[config.mk]
export PLATFORM = sky130hd
export DESIGN_NAME = sts_engine
export DESIGN_NICKNAME = d
export VERILOG_FILES = /design/src/sv/sts_pkg.sv /design/src/sv/sts_engine.sv
export SDC_FILE = /design/constraint.sdc
export NUM_CORES = 1
export LEC_CHECK = 0
export BUFFER_PORTS_ARGS = -buffer_cell sky130_fd_sc_hd__buf_2
export CORE_AREA = 2 2 120 122
export CTS_CLUSTER_SIZE = 30
export DETAILED_ROUTE_END_ITERATION = 10
export DIE_AREA = 0 0 122 124
export HOLD_SLACK_MARGIN = 0.03
export PLACE_DENSITY = 0.69
export RECOVER_POWER = 50
export SYNTH_ARGS = -nofsm -noshare
export SYNTH_HDL_FRONTEND = slang
export SYNTH_SLANG_ARGS = --single-unit
[constraint.sdc]
create_clock -name clk -period 15 [get_ports clk]
set_input_delay 0.75 -clock clk [delete_from_list [all_inputs] [get_ports clk]]
set_output_delay 0.75 -clock clk [all_outputs]
set_load 0.005 [all_outputs]
[src/sv/sts_pkg.sv]
package sts_pkg;

  // Operation codes carried in the func field of an input beat.
  localparam logic [1:0] FUNC_WRITE  = 2'd0;
  localparam logic [1:0] FUNC_LINEAR = 2'd1;
  localparam logic [1:0] FUNC_BINARY = 2'd2;

  localparam int unsigned DATA_W = 32;
  localparam int unsigned IDX_W  = 10;

  // One input beat.
  typedef struct packed {
    logic [1:0]               func;
    logic [IDX_W-1:0]         index;
    logic signed [DATA_W-1:0] value;
  } sts_in_t;

  // One result beat.
  typedef struct packed {
    logic             found;
    logic [IDX_W-1:0] position;
  } sts_out_t;

  // Sequencer states of the search engine.
  typedef enum logic [2:0] {
    ST_IDLE,
    ST_LIN,
    ST_BIN,
    ST_BFIN,
    ST_RES
  } sts_state_t;

endpackage

[src/sv/sts_engine.sv]
module sts_engine
  import sts_pkg::*;
#(
  parameter int unsigned ENTRIES = 1024
) (
  input  logic                       clk,
  input  logic                       rst_n,
  input  logic                       in_valid,
  input  sts_in_t                    in_data,
  output logic                       in_stall,
  input  logic                       slot_free,
  output logic                       push,
  output sts_out_t                   res,
  output logic                       ram_we,
  output logic [$clog2(ENTRIES)-1:0] ram_waddr,
  output logic [DATA_W-1:0]          ram_wdata,
  output logic                       ram_re,
  output logic [$clog2(ENTRIES)-1:0] ram_raddr,
  input  logic [DATA_W-1:0]          ram_rdata
);

  localparam int unsigned AW = $clog2(ENTRIES);
  localparam logic [AW-1:0] LAST = AW'(ENTRIES - 1);

  sts_state_t state_r, state_nxt;

  logic signed [DATA_W-1:0] key_r, key_nxt;
  logic [AW-1:0] lo_r, lo_nxt;
  logic [AW-1:0] hi_r, hi_nxt;
  logic [AW-1:0] mid_r, mid_nxt;
  logic [AW-1:0] scan_r, scan_nxt;
  logic          iss_done_r, iss_done_nxt;
  logic          chk_v_r, chk_v_nxt;
  logic          chk_last_r, chk_last_nxt;
  logic [AW-1:0] chk_pos_r, chk_pos_nxt;
  sts_out_t      res_r, res_nxt;

  logic          idx_ok;
  logic          gt;
  logic          eq;
  logic [AW-1:0] lo_n;
  logic [AW-1:0] hi_n;
  logic [AW:0]   sum_n;
  logic [AW:0]   sum_init;

  // A write beyond the table is dropped.
  assign idx_ok   = (32'(in_data.index) < 32'(ENTRIES));
  assign eq       = (ram_rdata == key_r);
  assign gt       = (key_r > $signed(ram_rdata));
  assign lo_n     = gt ? AW'({1'b0, mid_r} + (AW + 1)'(1)) : lo_r;
  assign hi_n     = gt ? hi_r : mid_r;
  assign sum_n    = {1'b0, lo_n} + {1'b0, hi_n};
  assign sum_init = {1'b0, LAST};
  assign res      = res_r;

  // State register.
  always_ff @(posedge clk) begin
    if (!rst_n) begin
      state_r <= ST_IDLE;
    end else begin
      state_r <= state_nxt;
    end
  end

  // Working registers of the current search.
  always_ff @(posedge clk) begin
    key_r      <= key_nxt;
    lo_r       <= lo_nxt;
    hi_r       <= hi_nxt;
    mid_r      <= mid_nxt;
    scan_r     <= scan_nxt;
    iss_done_r <= iss_done_nxt;
    chk_v_r    <= chk_v_nxt;
    chk_last_r <= chk_last_nxt;
    chk_pos_r  <= chk_pos_nxt;
    res_r      <= res_nxt;
  end

  // Next state, memory accesses and result.
  always_comb begin
    state_nxt    = state_r;
    key_nxt      = key_r;
    lo_nxt       = lo_r;
    hi_nxt       = hi_r;
    mid_nxt      = mid_r;
    scan_nxt     = scan_r;
    iss_done_nxt = iss_done_r;
    chk_v_nxt    = chk_v_r;
    chk_last_nxt = chk_last_r;
    chk_pos_nxt  = chk_pos_r;
    res_nxt      = res_r;
    // No beat is taken while reset is held.
    in_stall     = !rst_n || (state_r != ST_IDLE);
    push         = 1'b0;
    ram_we       = 1'b0;
    ram_waddr    = AW'(in_data.index);
    ram_wdata    = in_data.value;
    ram_re       = 1'b0;
    ram_raddr    = '0;

    unique case (state_r)
      ST_IDLE: begin
        if (in_valid && rst_n) begin
          case (in_data.func)
            FUNC_WRITE: begin
              ram_we = idx_ok;
            end
            FUNC_LINEAR: begin
              // Position zero is read now; the scan continues from one.
              key_nxt      = in_data.value;
              ram_re       = 1'b1;
              ram_raddr    = '0;
              chk_v_nxt    = 1'b1;
              chk_pos_nxt  = '0;
              chk_last_nxt = 1'b0;
              scan_nxt     = AW'(1);
              iss_done_nxt = 1'b0;
              state_nxt    = ST_LIN;
            end
            FUNC_BINARY: begin
              // The first probe covers the whole table.
              key_nxt   = in_data.value;
              lo_nxt    = '0;
              hi_nxt    = LAST;
              mid_nxt   = sum_init[AW:1];
              ram_re    = 1'b1;
              ram_raddr = sum_init[AW:1];
              state_nxt = ST_BIN;
            end
            default: begin
            end
          endcase
        end
      end

      ST_LIN: begin
        // Issue the next address while the previous read is checked.
        if (!iss_done_r) begin
          ram_re       = 1'b1;
          ram_raddr    = scan_r;
          chk_v_nxt    = 1'b1;
          chk_pos_nxt  = scan_r;
          chk_last_nxt = (scan_r == LAST);
          scan_nxt     = scan_r + AW'(1);
          iss_done_nxt = (scan_r == LAST);
        end else begin
          chk_v_nxt = 1'b0;
        end
        if (chk_v_r) begin
          if (eq) begin
            res_nxt.found    = 1'b1;
            res_nxt.position = IDX_W'(chk_pos_r);
            state_nxt        = ST_RES;
          end else if (chk_last_r) begin
            res_nxt.found    = 1'b0;
            res_nxt.position = '0;
            state_nxt        = ST_RES;
          end
        end
      end

      ST_BIN: begin
        // Narrow the range and issue the next probe in the same cycle.
        lo_nxt = lo_n;
        hi_nxt = hi_n;
        ram_re = 1'b1;
        if (lo_n < hi_n) begin
          mid_nxt   = sum_n[AW:1];
          ram_raddr = sum_n[AW:1];
        end else begin
          ram_raddr = lo_n;
          state_nxt = ST_BFIN;
        end
      end

      ST_BFIN: begin
        // The final entry decides the match.
        res_nxt.found    = eq;
        res_nxt.position = eq ? IDX_W'(lo_r) : '0;
        state_nxt        = ST_RES;
      end

      ST_RES: begin
        push = slot_free;
        if (slot_free) begin
          state_nxt = ST_IDLE;
        end
      end

      default: begin
        state_nxt = ST_IDLE;
      end
    endcase
  end

endmodule

==> results.yml <==
layout:
  drive_gt1_frac: 0.145
  synthToLayoutAreaGrowth_pct: 11.1
  fin_cells: 872
  layout_commonest_cell: "edfxtp_1"
  fin_nets: 823
  most-common-layout-cells: "96 x edfxtp_1, 66 x buf_2, 59 x inv_1"
  fillCellCount: 1299
  num_antenna_cells: 0
route:
  avgRoutedWirePerCell_um: 16.3
  drt_iter0_markers: 325
  drc: 0
  post_drt_via_cell_ratio: 5.36
  antenna_left: 0
  wirelength_um: 14200
  firstDrtPassIters: 4
  num_vias: 4678
clock_tree:
  clk_path_buf_depth: 2
  cts_sinks: 99
  numCtsBuffers: 9
  h-tree-depth: 3
  cts.clk_slew.worst_paths_ns: 0.07
  post-cts-setup-buffer-count: 0
  hold_buffers: 0
  cts_resized: 0
  clock_tree.root_cell: "clkbuf_16"
  clock_latency_ns: 0.35
  tritoncts: "done"
sta:
  setup_violations: 0
  relSlewSlack: -0.236
  drv_slew: 34
  period_share: 0.437
  finalSetupTns_ns: 0
  rsz0062_at_grt: "no"
  post-route-min-period_ns: 6.55
  finalHoldViolCount: 0
  whs_ns: 0.584
  timing.fmax_mhz: 153
  fin_skew_ns: 0.00978
  worst_pin_slew_ns: 1.85
synthesis:
  syn_avg_cell_area_um2: 10.4
  syn_inst: 605
  synth_ff_type: "edfxtp_1"
  yosys_warnings: 0
  yosys_register_bits: 99
  yosysUniqueCellTypes: 57
  async_flop_share: 0
  synth_area_um2: 6290
  synth_edf_count: 96
  synth_seq_area_share: 0.468
  syn_nets: 741
floorplanning:
  core_area_um2: 13700
  fp.dieH_um: 124
  die_w_um: 122
  dieArea_um2: 15100
  num_io_pins: 147
  initial_utilization: 0.459
  core.rowCount: 43
grt:
  grt_pass1_wl_um: 21800
  grt_pass1_vias: 4552
  gr-total-overflow: 0
  grt_max_degree: 34
  antenna_found_initial: 0
  grt_usage: 0.187
power_and_ir_drop:
  peakVddDrop_v: 0.0000635
  p_clk_frac: 0.326
  pwr-share-comb: 0.202
  switching_share: 0.290
  power_density_nw_per_um2: 97.9
  switchingPower_mw: 0.199
  seqPwrFrac: 0.472
  power.leakage_nw: 2.88
  p_int_mw: 0.486
critical_path:
  cp_max_fo: 30
  r2r_slack_ns: 9.46
  path_class: "input port to output pin"
  cp.arrival_ns: 5.80
  worstReg2RegStart: "key_r[31]"
  crit_start: "ram_rdata[31]"
  startpoint_type: "input port"
  end_kind: "output pin"
  r2r_cells: 17
  r2r_end: "mid_r[5]"
  cp_data_required_time_ns: 14.25
min_path:
  min_path_cells: 1
  hold_end: "key_r[21]"
  hp-class: "input port to flip-flop"
  hp-start: "in_data[21]"
placed_design:
  place_congestion: 0.904
  io_buffers: 126
  hpwl_um: 10800
  dp.cells: 856
outcome:
  violations: "capacitance limit, slew limit"
  status: "complete, but fails checks"
job:
  drv_cap: 1
[final cells by class]
cell class	count	area, µm²	share of cell area
multi-input combinational	388	2730	0.391
tap	180	225	0.0322
clock buffer	9	225	0.0322
sequential	99	2940	0.421
clock inverter	7	56.3	0.00805
timing repair buffer	130	586	0.0838
inverter	59	221	0.0317
[stage by stage]
stage,setup slack [ns],utilization,cell area (µm²),total power [mW]
floorplan,9.40,-,6290,0.431
global placement,8.59,0.495,6790,0.464
detailed placement,8.51,0.495,6790,0.468
CTS,8.50,0.515,7070,0.691
global route,8.19,0.510,6990,0.715
finish,8.45,0.510,6990,0.685
[critical path, cell delays in order]
cell and delay [ns]:
buf_2 0.08, inv_1 0.04, ha_1 0.40, nand4_2 0.19
nor4_1 0.44, nand2_1 0.43, o21ai_2 0.15, buf_4 0.36
o21ai_0 0.41, ha_1 0.45, inv_1 0.08, a21oi_1 0.14
o21bai_1 0.09, a21oi_1 0.15, o21bai_1 0.07, a21oi_1 0.15
o31ai_1 0.11, a221oi_4 0.62, mux2i_1 0.17, a221o_1 0.35
buf_2 0.14
[power by group through the flow]
stage	Sequential (mW)	Clock, mW	Combinational, mW
floorplan	0.326	0	0.105
global placement	0.329	0	0.135
finish	0.323	0.223	0.138
detailed placement	0.329	0	0.139
CTS	0.323	0.228	0.140
global route	0.324	0.237	0.153
[routing by layer]
| metal | global-route usage | share of wire | vias up |
|---|---|---|---|
| li1 | - | - | 2256 |
| met1 | 0.223 | 0.42 | 2229 |
| met2 | 0.339 | 0.50 | 177 |
| met3 | 0.0412 | 0.070 | 16 |
| met4 | 0.0546 | 0.0094 | 0 |
| met5 | 0 | 0 | - |
[kinds of logic (layout without fill, tap and decap cells)]
group,count (synthesis),in the layout,synth area share
adders and majority gates,56,56,0.113
and+or+nand+nor,182,182,0.147
buffers and inverters,118,205,0.0980
AOI/OAI and AO/OA,108,108,0.113
xor gates and xnor gates,23,23,0.0320
muxes,19,19,0.0302
DFF,99,99,0.468
[cell usage after synthesis, drive strengths merged (2+ instances only)]
cell / n / area, µm²
a21o: 4 / 30.0
a31oi: 3 / 18.8
buf: 48 / 354
a21oi: 46 / 238
nor2: 34 / 128
a211oi: 2 / 15.0
clkbuf: 11 / 41.3
or3: 3 / 18.8
nand4: 10 / 75.1
ha: 55 / 688
a21boi: 2 / 15.0
o41ai: 2 / 43.8
nand3: 24 / 120
or3b: 2 / 17.5
o21bai: 5 / 37.5
and3: 3 / 18.8
mux2i: 19 / 190
or4: 2 / 15.0
nor2b: 4 / 25.0
dfxtp: 3 / 60.1
nor3: 5 / 25.0
and2: 22 / 138
a221o: 2 / 20.0
o21a: 6 / 45.0
o21ai: 23 / 119
inv: 59 / 221
nand2: 55 / 206
xnor2: 14 / 123
edfxtp: 96 / 2880
nand2b: 8 / 50.1
xor2: 9 / 78.8
o211ai: 5 / 42.5
nor4: 6 / 43.8
[registers in the layout (all words and copies together) (netlist names)]
signal,flops
res,11
scan_r,10
chk_v_r,1
chk_pos_r,10
lo_r,10
chk_last_r,1
state_r,3
hi_r,10
key_r,32
iss_done_r,1
mid_r,10
[how the worst max path moves through the flow]
stage / end / slack, ns / cells after the start
after floorplan: ram_raddr[2] / 9.40 / 19
after global placement: ram_raddr[1] / 8.59 / 21
after detailed placement: ram_raddr[1] / 8.51 / 21
after CTS: ram_raddr[1] / 8.50 / 21
after global routing: ram_raddr[1] / 8.19 / 22
final: ram_raddr[1] / 8.45 / 21
Power figures use the tool's default switching activity.
